`config.mk`:
```
export PLATFORM = sky130hd
export DESIGN_NAME = title_format_char_lexer
export DESIGN_NICKNAME = d
export VERILOG_FILES = /design/src/tfcl_pkg.sv /design/src/tfcl_front.sv /design/src/tfcl_queue.sv /design/src/tfcl_back.sv /design/src/title_format_char_lexer.sv
export SDC_FILE = /design/constraint.sdc
export NUM_CORES = 1
export LEC_CHECK = 0
export BUFFER_PORTS_ARGS = -buffer_cell sky130_fd_sc_hd__buf_2
export CELL_PAD_IN_SITES_DETAIL_PLACEMENT = 1
export CELL_PAD_IN_SITES_GLOBAL_PLACEMENT = 1
export CORE_MARGIN = 2
export CORE_UTILIZATION = 49
export CTS_CLUSTER_DIAMETER = 100
export DETAILED_ROUTE_END_ITERATION = 8
export GPL_TIMING_DRIVEN = 0
export PLACE_DENSITY = 0.79
export SYNTH_ARGS = -nofsm -noshare
export SYNTH_HDL_FRONTEND = slang
export SYNTH_SLANG_ARGS = --single-unit
```
`constraint.sdc`:
```
create_clock -name clk -period 3.4 [get_ports clk]
set_clock_uncertainty 0.1 [all_clocks]
set_input_delay 0 -clock clk [delete_from_list [all_inputs] [get_ports clk]]
set_output_delay 0 -clock clk [all_outputs]
set_load 0.02 [all_outputs]
```
`src/tfcl_pkg.sv`:
```
// ----------------------------------------------------------------------------
// Title-format lexer package
// Token kinds, error codes, lexer modes, special characters and queue entry.
// ----------------------------------------------------------------------------
`default_nettype none

package tfcl_pkg;

  localparam int DEPTH_BITS  = 8;
  localparam int QUEUE_DEPTH = 4;

  localparam logic [1:0] MODE_TEXT  = 2'd0;
  localparam logic [1:0] MODE_FIELD = 2'd1;
  localparam logic [1:0] MODE_FNAME = 2'd2;
  localparam logic [1:0] MODE_RAW   = 2'd3;

  localparam logic [3:0] TK_TEXT        = 4'd0;
  localparam logic [3:0] TK_FIELD_BEGIN = 4'd1;
  localparam logic [3:0] TK_FIELD_NAME  = 4'd2;
  localparam logic [3:0] TK_FIELD_END   = 4'd3;
  localparam logic [3:0] TK_FUNC_SYMBOL = 4'd4;
  localparam logic [3:0] TK_FUNC_NAME   = 4'd5;
  localparam logic [3:0] TK_FUNC_BEGIN  = 4'd6;
  localparam logic [3:0] TK_DELIMITER   = 4'd7;
  localparam logic [3:0] TK_FUNC_END    = 4'd8;
  localparam logic [3:0] TK_RAW_BEGIN   = 4'd9;
  localparam logic [3:0] TK_RAW_END     = 4'd10;
  localparam logic [3:0] TK_COND_BEGIN  = 4'd11;
  localparam logic [3:0] TK_COND_END    = 4'd12;

  localparam logic [2:0] ERR_NONE       = 3'd0;
  localparam logic [2:0] ERR_OPEN_FIELD = 3'd1;
  localparam logic [2:0] ERR_OPEN_FNAME = 3'd2;
  localparam logic [2:0] ERR_OPEN_RAW   = 3'd3;
  localparam logic [2:0] ERR_UNCLOSED   = 3'd4;
  localparam logic [2:0] ERR_OVERFLOW   = 3'd5;

  localparam logic [7:0] CH_PERCENT = 8'h25;
  localparam logic [7:0] CH_DOLLAR  = 8'h24;
  localparam logic [7:0] CH_COMMA   = 8'h2C;
  localparam logic [7:0] CH_RPAREN  = 8'h29;
  localparam logic [7:0] CH_QUOTE   = 8'h27;
  localparam logic [7:0] CH_LBRACK  = 8'h5B;
  localparam logic [7:0] CH_RBRACK  = 8'h5D;
  localparam logic [7:0] CH_LPAREN  = 8'h28;

  typedef struct packed {
    logic [3:0] kind;
    logic [7:0] ch;
    logic       start;
    logic [2:0] err;
    logic       dbl;
  } tfcl_entry_t;

endpackage

`default_nettype wire

```
`src/tfcl_front.sv`:
```
// ----------------------------------------------------------------------------
// Title-format lexer front end
// Classifies each character, keeps the lexer state and queues the result.
// ----------------------------------------------------------------------------
`default_nettype none

module tfcl_front #(
  parameter int DEPTH_BITS = tfcl_pkg::DEPTH_BITS
) (
  input  wire                  clk,
  input  wire                  rst_n,
  input  wire                  in_valid,
  output logic                 in_ready,
  input  wire  [7:0]           in_char,
  input  wire                  in_last,
  output logic                 push,
  output tfcl_pkg::tfcl_entry_t push_data,
  input  wire                  q_full
);

  logic [1:0]            mode_r, mode_nxt, mode_upd;
  logic [DEPTH_BITS-1:0] depth_r, depth_nxt, depth_upd;
  logic                  raw_empty_r, raw_empty_nxt, raw_empty_upd;
  logic                  in_run_r, in_run_nxt, in_run_upd;
  logic                  ovf_r, ovf_nxt, ovf_upd;
  logic                  accept;
  logic [3:0]            kind;
  logic                  start;
  logic                  dbl;
  logic [2:0]            err;

  assign in_ready = !q_full;
  assign accept   = in_valid && in_ready;

  always_comb begin
    kind          = tfcl_pkg::TK_TEXT;
    start         = 1'b1;
    dbl           = 1'b0;
    mode_upd      = mode_r;
    depth_upd     = depth_r;
    raw_empty_upd = raw_empty_r;
    in_run_upd    = 1'b0;
    ovf_upd       = ovf_r;
    unique case (mode_r)
      tfcl_pkg::MODE_TEXT: begin
        if (in_char == tfcl_pkg::CH_PERCENT) begin
          kind     = tfcl_pkg::TK_FIELD_BEGIN;
          mode_upd = tfcl_pkg::MODE_FIELD;
        end else if (in_char == tfcl_pkg::CH_DOLLAR) begin
          kind     = tfcl_pkg::TK_FUNC_SYMBOL;
          mode_upd = tfcl_pkg::MODE_FNAME;
        end else if (in_char == tfcl_pkg::CH_QUOTE) begin
          kind          = tfcl_pkg::TK_RAW_BEGIN;
          mode_upd      = tfcl_pkg::MODE_RAW;
          raw_empty_upd = 1'b1;
        end else if (in_char == tfcl_pkg::CH_LBRACK) begin
          kind = tfcl_pkg::TK_COND_BEGIN;
        end else if (in_char == tfcl_pkg::CH_RBRACK) begin
          kind = tfcl_pkg::TK_COND_END;
        end else if (in_char == tfcl_pkg::CH_COMMA && depth_r != '0) begin
          kind = tfcl_pkg::TK_DELIMITER;
        end else if (in_char == tfcl_pkg::CH_RPAREN && depth_r != '0) begin
          kind      = tfcl_pkg::TK_FUNC_END;
          depth_upd = depth_r - 1'b1;
        end else begin
          kind       = tfcl_pkg::TK_TEXT;
          start      = !in_run_r;
          in_run_upd = 1'b1;
        end
      end
      tfcl_pkg::MODE_FIELD: begin
        if (in_char == tfcl_pkg::CH_PERCENT) begin
          kind     = tfcl_pkg::TK_FIELD_END;
          mode_upd = tfcl_pkg::MODE_TEXT;
        end else begin
          kind       = tfcl_pkg::TK_FIELD_NAME;
          start      = !in_run_r;
          in_run_upd = 1'b1;
        end
      end
      tfcl_pkg::MODE_FNAME: begin
        if (in_char == tfcl_pkg::CH_LPAREN) begin
          kind     = tfcl_pkg::TK_FUNC_BEGIN;
          mode_upd = tfcl_pkg::MODE_TEXT;
          if (&depth_r) begin
            ovf_upd = 1'b1;
          end else begin
            depth_upd = depth_r + 1'b1;
          end
        end else begin
          kind       = tfcl_pkg::TK_FUNC_NAME;
          start      = !in_run_r;
          in_run_upd = 1'b1;
        end
      end
      default: begin
        raw_empty_upd = 1'b0;
        if (in_char == tfcl_pkg::CH_QUOTE) begin
          kind     = tfcl_pkg::TK_RAW_END;
          mode_upd = tfcl_pkg::MODE_TEXT;
          dbl      = raw_empty_r;
        end else begin
          kind       = tfcl_pkg::TK_TEXT;
          start      = !in_run_r;
          in_run_upd = 1'b1;
        end
      end
    endcase

    err = tfcl_pkg::ERR_NONE;
    if (in_last) begin
      if (mode_upd == tfcl_pkg::MODE_FIELD) begin
        err = tfcl_pkg::ERR_OPEN_FIELD;
      end else if (mode_upd == tfcl_pkg::MODE_FNAME) begin
        err = tfcl_pkg::ERR_OPEN_FNAME;
      end else if (mode_upd == tfcl_pkg::MODE_RAW) begin
        err = tfcl_pkg::ERR_OPEN_RAW;
      end else if (ovf_upd) begin
        err = tfcl_pkg::ERR_OVERFLOW;
      end else if (depth_upd != '0) begin
        err = tfcl_pkg::ERR_UNCLOSED;
      end
    end
  end

  always_comb begin
    mode_nxt      = mode_r;
    depth_nxt     = depth_r;
    raw_empty_nxt = raw_empty_r;
    in_run_nxt    = in_run_r;
    ovf_nxt       = ovf_r;
    if (accept) begin
      if (in_last) begin
        mode_nxt      = tfcl_pkg::MODE_TEXT;
        depth_nxt     = '0;
        raw_empty_nxt = 1'b0;
        in_run_nxt    = 1'b0;
        ovf_nxt       = 1'b0;
      end else begin
        mode_nxt      = mode_upd;
        depth_nxt     = depth_upd;
        raw_empty_nxt = raw_empty_upd;
        in_run_nxt    = in_run_upd;
        ovf_nxt       = ovf_upd;
      end
    end
  end

  always_ff @(posedge clk) begin
    if (!rst_n) begin
      mode_r      <= tfcl_pkg::MODE_TEXT;
      depth_r     <= '0;
      raw_empty_r <= 1'b0;
      in_run_r    <= 1'b0;
      ovf_r       <= 1'b0;
    end else begin
      mode_r      <= mode_nxt;
      depth_r     <= depth_nxt;
      raw_empty_r <= raw_empty_nxt;
      in_run_r    <= in_run_nxt;
      ovf_r       <= ovf_nxt;
    end
  end

  assign push            = accept;
  assign push_data.kind  = kind;
  assign push_data.ch    = in_char;
  assign push_data.start = start;
  assign push_data.err   = err;
  assign push_data.dbl   = dbl;

endmodule

`default_nettype wire

```
`src/tfcl_queue.sv`:
```
// ----------------------------------------------------------------------------
// Title-format lexer queue
// Small first-word-fall-through queue between the front and back ends.
// ----------------------------------------------------------------------------
`default_nettype none

module tfcl_queue (
  input  wire                   clk,
  input  wire                   rst_n,
  input  wire                   push,
  input  tfcl_pkg::tfcl_entry_t push_data,
  output logic                  full,
  input  wire                   pop,
  output logic                  empty,
  output tfcl_pkg::tfcl_entry_t head
);

  localparam int PTR_W = $clog2(tfcl_pkg::QUEUE_DEPTH);
  localparam logic [PTR_W:0] CNT_FULL = (PTR_W+1)'(tfcl_pkg::QUEUE_DEPTH);

  tfcl_pkg::tfcl_entry_t mem [tfcl_pkg::QUEUE_DEPTH];
  logic [PTR_W-1:0]      wr_ptr_r, wr_ptr_nxt;
  logic [PTR_W-1:0]      rd_ptr_r, rd_ptr_nxt;
  logic [PTR_W:0]        cnt_r, cnt_nxt;
  logic                  do_push;
  logic                  do_pop;

  assign full    = (cnt_r == CNT_FULL);
  assign empty   = (cnt_r == '0);
  assign do_push = push && !full;
  assign do_pop  = pop && !empty;
  assign head    = mem[rd_ptr_r];

  always_comb begin
    wr_ptr_nxt = do_push ? wr_ptr_r + 1'b1 : wr_ptr_r;
    rd_ptr_nxt = do_pop ? rd_ptr_r + 1'b1 : rd_ptr_r;
    cnt_nxt    = cnt_r;
    if (do_push && !do_pop) begin
      cnt_nxt = cnt_r + 1'b1;
    end else if (do_pop && !do_push) begin
      cnt_nxt = cnt_r - 1'b1;
    end
  end

  always_ff @(posedge clk) begin
    if (!rst_n) begin
      wr_ptr_r <= '0;
      rd_ptr_r <= '0;
      cnt_r    <= '0;
    end else begin
      wr_ptr_r <= wr_ptr_nxt;
      rd_ptr_r <= rd_ptr_nxt;
      cnt_r    <= cnt_nxt;
    end
  end

  always_ff @(posedge clk) begin
    if (do_push) begin
      mem[wr_ptr_r] <= push_data;
    end
  end

endmodule

`default_nettype wire

```
`src/tfcl_back.sv`:
```
// ----------------------------------------------------------------------------
// Title-format lexer back end
// Drains queued entries into the output register, splitting token pairs.
// ----------------------------------------------------------------------------
`default_nettype none

module tfcl_back (
  input  wire                   clk,
  input  wire                   rst_n,
  input  wire                   q_empty,
  input  tfcl_pkg::tfcl_entry_t head,
  output logic                  pop,
  output logic                  out_tvalid,
  input  wire                   out_tready,
  output logic [15:0]           out_tdata,
  output logic [4:0]            out_tuser,
  output logic                  out_tlast
);

  logic       valid_r, valid_nxt;
  logic       half_r, half_nxt;
  logic [3:0] kind_r, kind_nxt;
  logic [7:0] ch_r, ch_nxt;
  logic       start_r, start_nxt;
  logic [2:0] err_r, err_nxt;
  logic       last_r, last_nxt;
  logic       load;

  assign load = !valid_r || out_tready;

  always_comb begin
    valid_nxt = valid_r;
    half_nxt  = half_r;
    kind_nxt  = kind_r;
    ch_nxt    = ch_r;
    start_nxt = start_r;
    err_nxt   = err_r;
    last_nxt  = last_r;
    pop       = 1'b0;
    if (load) begin
      valid_nxt = !q_empty;
      if (!q_empty) begin
        err_nxt = head.err;
        if (head.dbl && !half_r) begin
          kind_nxt  = tfcl_pkg::TK_TEXT;
          ch_nxt    = tfcl_pkg::CH_QUOTE;
          start_nxt = 1'b1;
          last_nxt  = 1'b0;
          half_nxt  = 1'b1;
        end else begin
          kind_nxt  = head.kind;
          ch_nxt    = head.ch;
          start_nxt = head.start;
          last_nxt  = 1'b1;
          half_nxt  = 1'b0;
          pop       = 1'b1;
        end
      end
    end
  end

  always_ff @(posedge clk) begin
    if (!rst_n) begin
      valid_r <= 1'b0;
      half_r  <= 1'b0;
    end else begin
      valid_r <= valid_nxt;
      half_r  <= half_nxt;
    end
  end

  always_ff @(posedge clk) begin
    kind_r  <= kind_nxt;
    ch_r    <= ch_nxt;
    start_r <= start_nxt;
    err_r   <= err_nxt;
    last_r  <= last_nxt;
  end

  assign out_tvalid = valid_r;
  assign out_tdata  = {5'd0, err_r, ch_r};
  assign out_tuser  = {start_r, kind_r};
  assign out_tlast  = last_r;

endmodule

`default_nettype wire

```
`src/title_format_char_lexer.sv`:
```
// ----------------------------------------------------------------------------
// Title-format character lexer
// Tags each character of a title-format string with its token kind.
// ----------------------------------------------------------------------------
// One character is taken per cycle, every cycle, as long as the four-entry
// queue between the front end and the output stage has room. Each result
// is written into the queue and then loaded into the output register. An
// empty quoted pair makes two results, a literal quote and the raw end;
// every other character makes one result. Errors are reported only on the
// results of a character marked with tlast, after which the lexer starts
// the next string from its reset state.
`default_nettype none

module title_format_char_lexer #(
  parameter int DEPTH_BITS = tfcl_pkg::DEPTH_BITS
) (
  input  wire         clk,
  input  wire         rst_n,
  input  wire         in_tvalid,
  output logic        in_tready,
  input  wire  [7:0]  in_tdata,   // [7:0] char_value
  input  wire         in_tlast,   // end_of_input
  output logic        out_tvalid,
  input  wire         out_tready,
  output logic [15:0] out_tdata,  // [7:0] out_char, [10:8] error_code, [15:11] zero
  output logic [4:0]  out_tuser,  // [3:0] token_kind, [4] token_start
  output logic        out_tlast   // run_last
);

  logic                  push;
  tfcl_pkg::tfcl_entry_t push_data;
  logic                  q_full;
  logic                  q_empty;
  logic                  pop;
  tfcl_pkg::tfcl_entry_t head;

  tfcl_front #(
    .DEPTH_BITS(DEPTH_BITS)
  ) u_front (
    .clk      (clk),
    .rst_n    (rst_n),
    .in_valid (in_tvalid),
    .in_ready (in_tready),
    .in_char  (in_tdata),
    .in_last  (in_tlast),
    .push     (push),
    .push_data(push_data),
    .q_full   (q_full)
  );

  tfcl_queue u_queue (
    .clk      (clk),
    .rst_n    (rst_n),
    .push     (push),
    .push_data(push_data),
    .full     (q_full),
    .pop      (pop),
    .empty    (q_empty),
    .head     (head)
  );

  tfcl_back u_back (
    .clk       (clk),
    .rst_n     (rst_n),
    .q_empty   (q_empty),
    .head      (head),
    .pop       (pop),
    .out_tvalid(out_tvalid),
    .out_tready(out_tready),
    .out_tdata (out_tdata),
    .out_tuser (out_tuser),
    .out_tlast (out_tlast)
  );

endmodule

`default_nettype wire

```
Word-level counts from Yosys, hierarchy flattened
Memory sizes are Yosys's and may differ from the RTL's. A register that Yosys moved wholly into a read port is not among the register bits.
Cells that the tools add are included.
{"block": "classes", "n_addsub": 6, "multipliers": 0, "div_mod_pow": 0, "order_cmp": 0, "eq_ne": 18, "n_shift": 0, "n_mux": 80, "bitwise_logic": 1, "n_reduce_logical": 26}
{"cell": "two-way mux 8 bit", "n": 10}
{"cell": "equality test 8 x 6 -> 1 bit (second input constant)", "n": 6}
{"cell": "two-way mux 1 bit", "n": 38}
{"cell": "two-way mux 4 bit", "n": 8}
{"cell": "two-way mux 3 bit", "n": 8}
{"cell": "two-way mux 2 bit", "n": 10}
{"cell": "equality test 8 x 7 -> 1 bit (second input constant)", "n": 2}
{"cell": "case mux 8 bit (2 select lines)", "n": 1}
{"cell": "nonzero test 8 bit", "n": 2}
{"cell": "case mux 4 bit (3 select lines)", "n": 1}
{"cell": "adder 8 x 1 -> 8 bit (second input constant)", "n": 1}
{"cell": "logical AND 1 bit", "n": 8}
{"cell": "AND reduction 8 bit", "n": 1}
{"cell": "subtractor 8 x 1 -> 8 bit (second input constant)", "n": 1}
{"cell": "logical NOT 1 bit", "n": 7}
{"cell": "equality test 2 bit (second input constant)", "n": 3}
{"cell": "inequality test 3 bit (second input constant)", "n": 2}
{"cell": "case mux 1 bit (3 select lines)", "n": 2}
{"cell": "case mux 2 bit (3 select lines)", "n": 1}
{"cell": "AND reduction 5 bit", "n": 1}
{"cell": "adder 2 x 1 -> 2 bit (second input constant)", "n": 2}
{"cell": "equality test 2 x 1 -> 1 bit (second input constant)", "n": 2}
{"cell": "adder 3 x 1 -> 3 bit (second input constant)", "n": 1}
{"cell": "equality test 3 bit (second input constant)", "n": 1}
{"cell": "12 further kinds", "n": 12}
{"block": "word_totals", "reg_bits": 39, "latchBits": 0, "ramBits": 68, "rom_bits": 0, "out_inout_bits": 24, "word_cells": 147, "n_memories": 1}
{"memory": "u_queue.mem", "depth": 4, "word_bits": 17, "read_ports": 1, "rd_clocked_by_memory_dff": 1, "write_ports": 1, "line": "tfcl_queue.sv:21", "source": "tfcl_pkg::tfcl_entry_t mem [tfcl_pkg::QUEUE_DEPTH];"}

Depth between registers and ports, before layout
Gate-level depths: netlist of the first run.
{"block": "logic_depth", "ltp_word": 17, "ltp_mapped": 11}

By module
From an unflattened synthesis of the first run, not the netlist that was laid out.
{"block": "unflattened", "cells_unflattened": 419, "area_unflattened_um2": 5447.7}
{"module": "tfcl_queue", "n_inst": 1, "cells_per_inst": 137, "area_each_um2": 2955.3, "seq_area_each_um2": 2222.1}
{"module": "tfcl_front", "n_inst": 1, "cells_per_inst": 233, "area_each_um2": 1745.4, "seq_area_each_um2": 260.2}
{"module": "tfcl_back", "n_inst": 1, "cells_per_inst": 49, "area_each_um2": 747.0, "seq_area_each_um2": 550.5}

Least setup slack after synthesis of the first run
Ideal clock, no wire load.
{"block": "synth_timing", "path_type": "register to register", "from": "register u_queue.cnt_r[0]", "to": "register u_queue.cnt_r[2]", "setup_ns": 0.076, "t_arrival_ns": 2.707, "t_required_ns": 3.224, "setup_slack_ns": 0.517, "stages_incl_launch_ff": 10, "n_path_buf": 0, "period_less_slack_ns": 2.883, "cell_sequence": "dfxtp_1 -> nor3_1 -> a21oi_1 -> nand2_1 -> ha_1 -> inv_1 -> fa_1 -> xor2_1 -> or3_1 -> a21boi_0"}
{"block": "synth_via", "elab_chain_cells": 7}
{"element": "from (decl)", "line": "tfcl_queue.sv:24", "source": "logic [PTR_W:0] cnt_r, cnt_nxt;"}
{"element": "from (signal assigned)", "line": "tfcl_queue.sv:53", "source": "cnt_r <= cnt_nxt;"}
{"element": "logical NOT 3 bit / equality test 3 bit (equally long branches)", "line": "tfcl_queue.sv:29, tfcl_queue.sv:28"}
{"element": "two-way mux 1 bit / logical NOT 1 bit (equally long branches)", "line": "tfcl_back.sv:42, tfcl_front.sv:32, tfcl_queue.sv:30"}
{"element": "two-way mux 1 bit / logical AND 1 bit (equally long branches)", "line": "tfcl_back.sv:40, tfcl_front.sv:33"}
{"element": "logical AND 1 bit, on equally long branches", "line": "tfcl_queue.sv:31, tfcl_queue.sv:30"}
{"element": "logical NOT 1 bit, on equally long branches", "line": "tfcl_queue.sv:38, tfcl_queue.sv:40"}
{"element": "logical AND 1 bit, on equally long branches", "line": "tfcl_queue.sv:38, tfcl_queue.sv:40"}
{"element": "two-way mux 3 bit / nonzero test 2 bit (equally long branches)"}
Parallel ways exist; a longest one is shown, timed or not. The select of a mux whose other input is x is not followed.
A chain may end at the register's enable or synchronous reset.

==> impl_results.html, run 1 <==
<table>
<tr><th>Metric</th><th>Value</th></tr>
<tr><th colspan="2">Outcome</th></tr>
<tr><td>Outcome</td><td>completed</td></tr>
<tr><th colspan="2">Placed design</th></tr>
<tr><td>Count of input and output buffers</td><td>31</td></tr>
<tr><td>Pre-CTS worst setup slack</td><td>approximately 42 ps</td></tr>
<tr><td>Post-detailed-placement half-perimeter wirelength</td><td>8860 um</td></tr>
<tr><td>GPL Wtd Cong</td><td>roughly 0.9</td></tr>
<tr><th colspan="2">Logic synthesis</th></tr>
<tr><td>Fraction of registers with async set/reset</td><td>0%</td></tr>
<tr><td>Register area share after synthesis</td><td>around 58%</td></tr>
<tr><td>Synth unique cells</td><td>between 60 and 70</td></tr>
<tr><td>Yosys reg bits</td><td>roughly 110</td></tr>
<tr><td>Dominant synthesized flop cell</td><td>edfxtp_1</td></tr>
<tr><td>Synth warn</td><td>0</td></tr>
<tr><td>Avg Cell Area, Syn</td><td>roughly 13 um^2</td></tr>
<tr><td>Number of standard cells after synthesis</td><td>between 400 and 500</td></tr>
<tr><td>Number of synthesized flops with an enable pin</td><td>85</td></tr>
<tr><td>Synth Cell Area</td><td>~5200 um^2</td></tr>
<tr><th colspan="2">Finish</th></tr>
<tr><td>Storage element area</td><td>3030 um^2</td></tr>
<tr><td>Relative area change from synthesis to final layout</td><td>13.4%</td></tr>
<tr><td>Total area of multi-input combinational cells</td><td>approximately 2000 um^2</td></tr>
<tr><td>Layout filler cell count</td><td>1068</td></tr>
<tr><td>Diodes inserted</td><td>0</td></tr>
<tr><td>Number of nets at the end of the flow</td><td>489</td></tr>
<tr><td>Fraction of final layout cells sized beyond drive strength 1</td><td>approximately a fifth</td></tr>
<tr><th colspan="2">Floorplan</th></tr>
<tr><td>Standard cell core area</td><td>between 10000 and 15000 um^2</td></tr>
<tr><td>Area enclosed by the die boundary</td><td>11500 um^2</td></tr>
<tr><td>Horiz. Die Dim</td><td>approximately 110 um</td></tr>
<tr><td>Die height</td><td>approximately 110 um</td></tr>
<tr><td>Number of placement rows</td><td>37</td></tr>
<tr><td>Initial core utilization</td><td>between 50 and 60%</td></tr>
<tr><td>Number of top-level pins</td><td>37</td></tr>
<tr><th colspan="2">Global routing</th></tr>
<tr><td>Wire length of the first global-routing pass</td><td>20200 um</td></tr>
<tr><td>All-Layer GR Usage</td><td>about a quarter</td></tr>
<tr><td>Initial antenna violation count</td><td>0</td></tr>
<tr><td>Pin count of the biggest net entering global routing</td><td>18</td></tr>
<tr><td>Total global routing overflow</td><td>0</td></tr>
<tr><td>Vias in the first global route</td><td>3736</td></tr>
<tr><th colspan="2">Timing</th></tr>
<tr><td>Setup violation total in the final timing report</td><td>0</td></tr>
<tr><td>Final number of hold-violating endpoints</td><td>0</td></tr>
<tr><td>Count of final max-slew check failures</td><td>0</td></tr>
<tr><td>Max_slew headroom</td><td>a little under a third</td></tr>
<tr><td>Post-route clock period utilization</td><td>~93%</td></tr>
<tr><td>Post-layout min period</td><td>between 3000 and 4000 ps</td></tr>
<tr><td>Measured slew at the worst slew-check pin</td><td>around 1000 ps</td></tr>
<tr><td>Post-layout worst setup margin</td><td>about 230 ps</td></tr>
<tr><td>Timing-limited maximum frequency</td><td>around 320 MHz</td></tr>
<tr><td>RSZ-0062 raised after global routing</td><td>false</td></tr>
<tr><th colspan="2">Clocking</th></tr>
<tr><td>Clock tree from TritonCTS</td><td>built</td></tr>
<tr><td>CTS root buf</td><td>clkbuf_8</td></tr>
<tr><td>Clk_lat worst skew</td><td>~370 ps</td></tr>
<tr><td>Inserted Clock Buffers</td><td>9</td></tr>
<tr><td>Number of levels in the clock H-tree</td><td>3</td></tr>
<tr><td>Clock sinks</td><td>between 100 and 150</td></tr>
<tr><td>Number of buffers on the longest clock path</td><td>2</td></tr>
<tr><td>Post-CTS clock slew at the launch and capture registers of the worst setup and hold paths</td><td>approximately 90 ps</td></tr>
<tr><th colspan="2">Detailed routing</th></tr>
<tr><td>Total wire length after detailed routing</td><td>about 13000 um</td></tr>
<tr><td>Antenna Violating Nets Remaining</td><td>0</td></tr>
<tr><td>Average wire length per cell after detail routing</td><td>between 20 and 25 um</td></tr>
<tr><td>Detailed-route via count</td><td>3556</td></tr>
<tr><td>First-pass detailed-route iteration total</td><td>5</td></tr>
<tr><td>Average via count per standard cell</td><td>5.90</td></tr>
<tr><td>Number of design rule violations left after detail routing</td><td>0</td></tr>
<tr><td>Starting DRC count in detailed routing</td><td>280</td></tr>
<tr><th colspan="2">Run</th></tr>
<tr><td>Number of maximum-capacitance violations</td><td>0</td></tr>
<tr><th colspan="2">Pwr</th></tr>
<tr><td>Highest ir drop seen on vdd</td><td>between 0.0003 and 0.0004 V</td></tr>
<tr><td>Leak</td><td>2.11 nW</td></tr>
<tr><td>Total design power</td><td>about 3.7 mW</td></tr>
<tr><td>Total power divided by cell area</td><td>about 620 nW/um^2</td></tr>
<tr><th colspan="2">Worst setup path</th></tr>
<tr><td>Critical path data arrival time</td><td>3160 ps</td></tr>
<tr><td>Classification of the worst setup path</td><td>in -&gt; reg</td></tr>
<tr><td>Highest fanout seen on the critical path</td><td>10</td></tr>
<tr><td>Startpoint type of the worst setup path</td><td>input pin</td></tr>
<tr><td>Required time at the endpoint of the critical path</td><td>~3400 ps</td></tr>
<tr><td>Capturing element type of the critical path</td><td>register</td></tr>
<tr><th colspan="2">Hold path</th></tr>
<tr><td>Hold Path Class</td><td>in -&gt; reg</td></tr>
</table>
-- layer usage --
metal,share of wire [%],global-route usage [%]
met3,3.5,3.28
met2,50,39.8
met1,43,29.3
met5,0,0
met4,3.4,12.4
-- worst max-delay path: stages --
cell           delay [ps]
dlygate4sd3_1         520
buf_2                 190
buf_2                 260
nor4bb_2              460
o211a_1               350
nand2_1               120
o311a_1               290
or3_1                 400
nor3_1                380
a21oi_1               180
-- registers in the layout, indices dropped and copies added, names as in the netlist, named ones only --
| signal | count |
|---|---|
| u_queue.mem | 68 |
| u_back.kind_r | 4 |
| u_back.ch_r | 8 |
| u_queue.rd_ptr_r | 2 |
| u_queue.cnt_r | 3 |
| u_front.depth_r | 8 |
| u_back.out_tlast | 1 |
| u_back.out_tvalid | 1 |
| u_back.err_r | 3 |
| u_queue.wr_ptr_r | 2 |
| u_front.ovf_r | 1 |
| u_back.half_r | 1 |
| u_front.raw_empty_r | 1 |
| u_front.in_run_r | 1 |
| u_front.mode_r | 2 |
| u_back.start_r | 1 |
-- synth_stat cells (5+ instances only) --
| master | n | area, um^2 |
|---|---|---|
| nor3_1 | 9 | 45.0 |
| nor2_1 | 16 | 60.1 |
| o21ai_0 | 18 | 90.1 |
| and2_1 | 13 | 81.3 |
| buf_4 | 6 | 45.0 |
| nand2_1 | 23 | 86.3 |
| nor2b_1 | 18 | 113 |
| nand3_1 | 12 | 60.1 |
| mux2i_1 | 5 | 50.1 |
| a21oi_1 | 10 | 50.1 |
| dfxtp_1 | 24 | 480 |
| or3_1 | 7 | 43.8 |
| or2_2 | 8 | 50.1 |
| nor4_1 | 7 | 43.8 |
| mux4_2 | 17 | 383 |
| inv_1 | 16 | 60.1 |
| nand4_1 | 5 | 31.3 |
| edfxtp_1 | 85 | 2550 |
| ha_1 | 12 | 150 |
| xnor2_1 | 5 | 43.8 |
| clkbuf_1 | 12 | 45.0 |
| a22oi_1 | 5 | 37.5 |
-- cells by family (layout without fill, tap and decap cells) --
kind of cell / count (synthesis) / after routing / synth area share (%)
other: 1 / 5 / 0.0721
flip-flops: 109 / 109 / 58.3
adder cells (fa/ha/maj): 13 / 13 / 3.27
XOR/XNOR: 7 / 7 / 1.18
multiplexers: 23 / 23 / 8.54
AO/OA/AOI/OAI: 72 / 72 / 9.69
AND/OR/NAND/NOR: 138 / 138 / 15.5
buffers and inverters: 41 / 100 / 3.46
-- timing repair --
| action | 4_1_cts | 5_1_grt |
|---|---|---|
| gates resized for setup | 1 | 1 |
| hold buffers | 11 | 0 |
| endpoints found under the setup margin | 1 | 5 |
| gates cloned | 0 | 0 |
| pin swaps | 0 | 1 |
| hold endpoints to repair | 37 | 0 |
| buffers inserted | 0 | 2 |
-- where the power goes --
group	total, mW	switching (mW)	leakage, nW	internal [mW]
Sequential	1.81	0.0885	0.991	1.73
Combinational	1.05	0.617	1.02	0.435
Clock	0.819	0.408	0.103	0.412
-- placed cells by master (no fill, tap or decap), drive strengths merged, types with 8 or more instances in the layout --
cell | synthesis | final
and2 | 13 | 13
mux4 | 17 | 17
edfxtp | 85 | 85
nand2 | 23 | 23
dfxtp | 24 | 24
clkbuf | 12 | 23
or2 | 8 | 8
ha | 12 | 12
buf | 12 | 45
inv | 16 | 16
nor2b | 18 | 18
o21ai | 18 | 18
nor3 | 9 | 9
a21oi | 10 | 10
nor2 | 16 | 16
nand3 | 13 | 13
dlygate4sd3 | 0 | 11
-- final timing paths --
kind / cells past startpoint / startpoint / to / slack (ps)
worst max-delay path: 10 / in_tdata[0] / u_queue.mem[3][3] / 230
worst min-delay path: 4 / in_tvalid / u_front.depth_r[2] / 80
worst max register to register: 8 / u_front.depth_r[0] / u_queue.mem[3][3] / 240
worst min register to register: 2 / u_back.out_tvalid / u_back.out_tvalid / 400
-- through the flow --
step	utilization (%)	TNS [ps]	hold WS [ps]	area, um^2	cells
3_5_place_dp	53.9	0	136	5560	576
5_1_grt	57.1	0	126	5900	603
2_1_floorplan	-	0	-1.13	5220	408
3_3_place_gp	53.7	-344	138	5540	575
4_1_cts	56.9	0	77.2	5880	602
6_report	57.1	0	83.3	5900	603
-- area by class of cell --
class	instances	share of cell area, %
Inverter	17	1.08
Sequential cell	109	51.4
Tap cell	136	2.89
Timing Repair Buffer	45	5.01
Clock buffer	11	2.23
Multi-Input combinational cell	258	34.2
Buffer	23	1.91
Clock inverter	4	1.25
No activity file was read; power rests on OpenSTA's default activity.
==> inputs of run 2 (changes only) <==
--- a/config.mk
+++ b/config.mk
@@ -13,6 +13,7 @@
 export CTS_CLUSTER_DIAMETER = 100
 export DETAILED_ROUTE_END_ITERATION = 8
 export GPL_TIMING_DRIVEN = 0
+export MAX_ROUTING_LAYER = met4
 export PLACE_DENSITY = 0.79
 export SYNTH_ARGS = -nofsm -noshare
 export SYNTH_HDL_FRONTEND = slang
==> impl_results.html, run 2 (same netlist as run 1, synthesis figures left out) <==
<table>
<tr><th>Metric</th><th>Value</th></tr>
<tr><th colspan="2">Timing</th></tr>
<tr><td>RSZ-0062 raised after global routing</td><td>false</td></tr>
<tr><td>Worst hold-check slack</td><td>50.2 ps (-33.0 ps)</td></tr>
<tr><td>Setup violation total in the final timing report</td><td>0 (unchanged)</td></tr>
<tr><td>Post-layout worst setup margin</td><td>189 ps (-43.1 ps)</td></tr>
<tr><td>Timing-limited maximum frequency</td><td>311 MHz (-1.3%)</td></tr>
<tr><td>Count of final max-slew check failures</td><td>0 (unchanged)</td></tr>
<tr><td>Post-route clock period utilization</td><td>94.4% (+1.3 points)</td></tr>
<tr><td>Post-layout min period</td><td>3210 ps (+43.1 ps)</td></tr>
<tr><td>Final-layout setup total negative slack</td><td>0 ps (unchanged)</td></tr>
<tr><td>Final number of hold-violating endpoints</td><td>0 (unchanged)</td></tr>
<tr><td>Measured slew at the worst slew-check pin</td><td>1100 ps (+58.9 ps)</td></tr>
<tr><td>Max_slew headroom</td><td>26.9% (-3.9 points)</td></tr>
<tr><th colspan="2">Finish</th></tr>
<tr><td>Non-filler cells in the finished layout</td><td>605 (+0.33%)</td></tr>
<tr><td>Storage element area</td><td>3030 um^2 (unchanged)</td></tr>
<tr><td>Relative area change from synthesis to final layout</td><td>13.1%</td></tr>
<tr><td>Fraction of final layout cells sized beyond drive strength 1</td><td>19.8% (+0.77 points)</td></tr>
<tr><td>Commonest non-fill, non-tap cell in the layout</td><td>edfxtp_1</td></tr>
<tr><td>Number of nets at the end of the flow</td><td>491 (+0.41%)</td></tr>
<tr><td>Final instance area</td><td>5880 um^2 (-0.23%)</td></tr>
<tr><td>Highest-count cells in the layout ignoring fill and taps</td><td>85 x edfxtp_1, 34 x buf_2, 24 x dfxtp_1</td></tr>
<tr><td>Total area of multi-input combinational cells</td><td>2010 um^2 (-0.31%)</td></tr>
<tr><td>Largest reg by FF count</td><td>u_queue.mem</td></tr>
<tr><td>Final standard cell utilization of the core</td><td>57.0% (-0.13 points)</td></tr>
<tr><td>Layout filler cell count</td><td>1034 (-3.2%)</td></tr>
<tr><td>Largest registers in the final layout</td><td>u_queue.mem (68), u_back.ch_r (8), u_front.depth_r (8)</td></tr>
<tr><td>Diodes inserted</td><td>0 (unchanged)</td></tr>
<tr><td>Flip-flop count of the largest register, all copies and words added</td><td>68 (unchanged)</td></tr>
<tr><th colspan="2">Worst setup path</th></tr>
<tr><td>Critical Path Max Stage Delay</td><td>560 ps (+40 ps)</td></tr>
<tr><td>Worst R2R Start</td><td>u_front.depth_r[0]</td></tr>
<tr><td>CP Buf/Inv Count</td><td>3 (unchanged)</td></tr>
<tr><td>Classification of the worst setup path</td><td>in -&gt; reg</td></tr>
<tr><td>Crit path max-delay cell type</td><td>nor4bb_1</td></tr>
<tr><td>Kind of cell adding the most delay to the critical path</td><td>simple AND/OR/NAND/NOR gates</td></tr>
<tr><td>CP dominant cell by count</td><td>buf_2</td></tr>
<tr><td>Critical Path Start</td><td>in_tdata[0]</td></tr>
<tr><td>Startpoint type of the worst setup path</td><td>input pin</td></tr>
<tr><td>Required time at the endpoint of the critical path</td><td>3400 ps (about the same)</td></tr>
<tr><td>Critical path data arrival time</td><td>3210 ps (+50 ps)</td></tr>
<tr><td>Highest fanout seen on the critical path</td><td>10 (unchanged)</td></tr>
<tr><td>Cell chain of the critical path</td><td>dlygate4sd3_1 &gt; buf_2 &gt; buf_2 &gt; nor4bb_1 &gt; o211a_1 &gt; nand2_1 &gt; o311a_1 &gt; or3_1 &gt; nor3_1 &gt; a21oi_1</td></tr>
<tr><td>Capturing element type of the critical path</td><td>register</td></tr>
<tr><th colspan="2">Global routing</th></tr>
<tr><td>Initial antenna violation count</td><td>0 (unchanged)</td></tr>
<tr><td>All-Layer GR Usage</td><td>24.9% (+1.4 points)</td></tr>
<tr><td>Total global routing overflow</td><td>0 (unchanged)</td></tr>
<tr><td>Wire length of the first global-routing pass</td><td>20800 um (+3.0%)</td></tr>
<tr><td>Vias in the first global route</td><td>3825 (+2.4%)</td></tr>
<tr><td>Pin count of the biggest net entering global routing</td><td>20 (+2)</td></tr>
<tr><th colspan="2">Detailed routing</th></tr>
<tr><td>First-pass detailed-route iteration total</td><td>4 (-1)</td></tr>
<tr><td>Number of design rule violations left after detail routing</td><td>0 (unchanged)</td></tr>
<tr><td>Antenna Violating Nets Remaining</td><td>0 (unchanged)</td></tr>
<tr><td>Detailed-route via count</td><td>3624 (+1.9%)</td></tr>
<tr><td>Average via count per standard cell</td><td>5.99 (+1.6%)</td></tr>
<tr><td>Starting DRC count in detailed routing</td><td>183 (-35%)</td></tr>
<tr><td>Total wire length after detailed routing</td><td>13100 um (+3.4%)</td></tr>
<tr><td>Average wire length per cell after detail routing</td><td>21.6 um (+3.1%)</td></tr>
<tr><th colspan="2">Placed design</th></tr>
<tr><td>GPL Wtd Cong</td><td>1.01 (+11%)</td></tr>
<tr><td>Post-detailed-placement half-perimeter wirelength</td><td>9440 um (+6.5%)</td></tr>
<tr><td>Pre-CTS worst setup slack</td><td>72.5 ps (+30.9 ps)</td></tr>
<tr><td>Post-Place Cell Area</td><td>5560 um^2 (unchanged)</td></tr>
<tr><td>Count of input and output buffers</td><td>31 (unchanged)</td></tr>
<tr><td>Instance count after placement with tap cells included</td><td>576 (unchanged)</td></tr>
<tr><th colspan="2">Floorplan</th></tr>
<tr><td>Horiz. Die Dim</td><td>107 um (unchanged)</td></tr>
<tr><td>Number of placement rows</td><td>37 (unchanged)</td></tr>
<tr><td>Initial core utilization</td><td>50.4% (unchanged)</td></tr>
<tr><td>Number of top-level pins</td><td>37 (unchanged)</td></tr>
<tr><td>Area enclosed by the die boundary</td><td>11500 um^2 (unchanged)</td></tr>
<tr><td>Standard cell core area</td><td>10300 um^2 (unchanged)</td></tr>
<tr><td>Die height</td><td>107 um (unchanged)</td></tr>
<tr><th colspan="2">Clocking</th></tr>
<tr><td>Clock tree from TritonCTS</td><td>built</td></tr>
<tr><td>Clk_lat worst skew</td><td>380 ps (about the same)</td></tr>
<tr><td>Post-CTS clock slew at the launch and capture registers of the worst setup and hold paths</td><td>100 ps (about the same)</td></tr>
<tr><td>Number of levels in the clock H-tree</td><td>3 (unchanged)</td></tr>
<tr><td>Number of buffers on the longest clock path</td><td>2 (unchanged)</td></tr>
<tr><td>CTS root buf</td><td>clkbuf_8</td></tr>
<tr><td>Inserted Clock Buffers</td><td>9 (unchanged)</td></tr>
<tr><td>Clock sinks</td><td>109 (unchanged)</td></tr>
<tr><th colspan="2">Outcome</th></tr>
<tr><td>Outcome</td><td>completed</td></tr>
<tr><th colspan="2">Hold path</th></tr>
<tr><td>Hold Path Class</td><td>in -&gt; reg</td></tr>
<tr><td>Hold path startpoint</td><td>in_tvalid</td></tr>
<tr><th colspan="2">Pwr</th></tr>
<tr><td>Total power divided by cell area</td><td>613 nW/um^2 (-1.9%)</td></tr>
<tr><td>Highest ir drop seen on vdd</td><td>0.000398 V (+30%)</td></tr>
<tr><td>Total design power</td><td>3.61 mW (-2.1%)</td></tr>
<tr><td>Leak</td><td>2.11 nW (-0.24%)</td></tr>
<tr><th colspan="2">Run</th></tr>
<tr><td>Number of maximum-capacitance violations</td><td>0 (unchanged)</td></tr>
</table>
[run 2: cell count changes in the layout (fill, tap and decap cells not counted)]
cell | previous run | this run
inv_8 | 0 | 1
inv_6 | 0 | 1
clkinvlp_4 | 0 | 2
nor4bb_1 | 1 | 2
clkbuf_2 | 0 | 2
bufinv_16 | 2 | 0
clkbuf_1 | 14 | 11
buf_4 | 8 | 9
clkinv_2 | 1 | 0
nor4bb_2 | 1 | 0
clkinv_8 | 0 | 1
[run 2: where the power goes]
part           switching [mW]  internal (mW)  total [mW]
logic                   0.626          0.437        1.06
registers              0.0802           1.72        1.80
clock network           0.462          0.277       0.740
[run 2: path summary, 6_finish.rpt]
| kind | endpoint | cells past startpoint | slack (ps) |
|---|---|---|---|
| min reg2reg | u_back.out_tvalid | 2 | 410 |
| min | u_front.depth_r[0] | 4 | 50 |
| max reg2reg | u_queue.mem[0][3] | 8 | 230 |
| max | u_queue.mem[0][3] | 10 | 190 |
[run 2: area by class of cell]
cell class                 instances  share of cell area, %
buffer                            24                   2.02
clock buffer                       9                   2.11
clock inverter                     6                   1.02
inverter                          17                   1.08
multi-input combinational        258                   34.2
sequential                       109                   51.6
tap                              136                   2.89
timing repair buffer              46                   5.15
[run 2: timing repair]
action                                 CTS  global route
endpoints found under the hold margin   39             0
setup buffers                            0             3
gates resized for setup                  0             4
hold buffers                            11             0
setup endpoints to repair                0             9
[run 2: metal layers]
metal,GRT usage (%),routed length (um),vias up
met3,5.05,388,31
met1,29.4,5670,1860
met5,-,0,-
met4,11.1,398,0
li1,-,-,1659
met2,41.4,6640,74
[run 2: worst reg2reg max path, delay by kind of cell, from the launching register on]
family                     cells  cell delay, ps
DFF                            1             550
AOI/OAI and AO/OA              3             810
and+or+nand+nor                4            1150
adders and majority gates      1             340
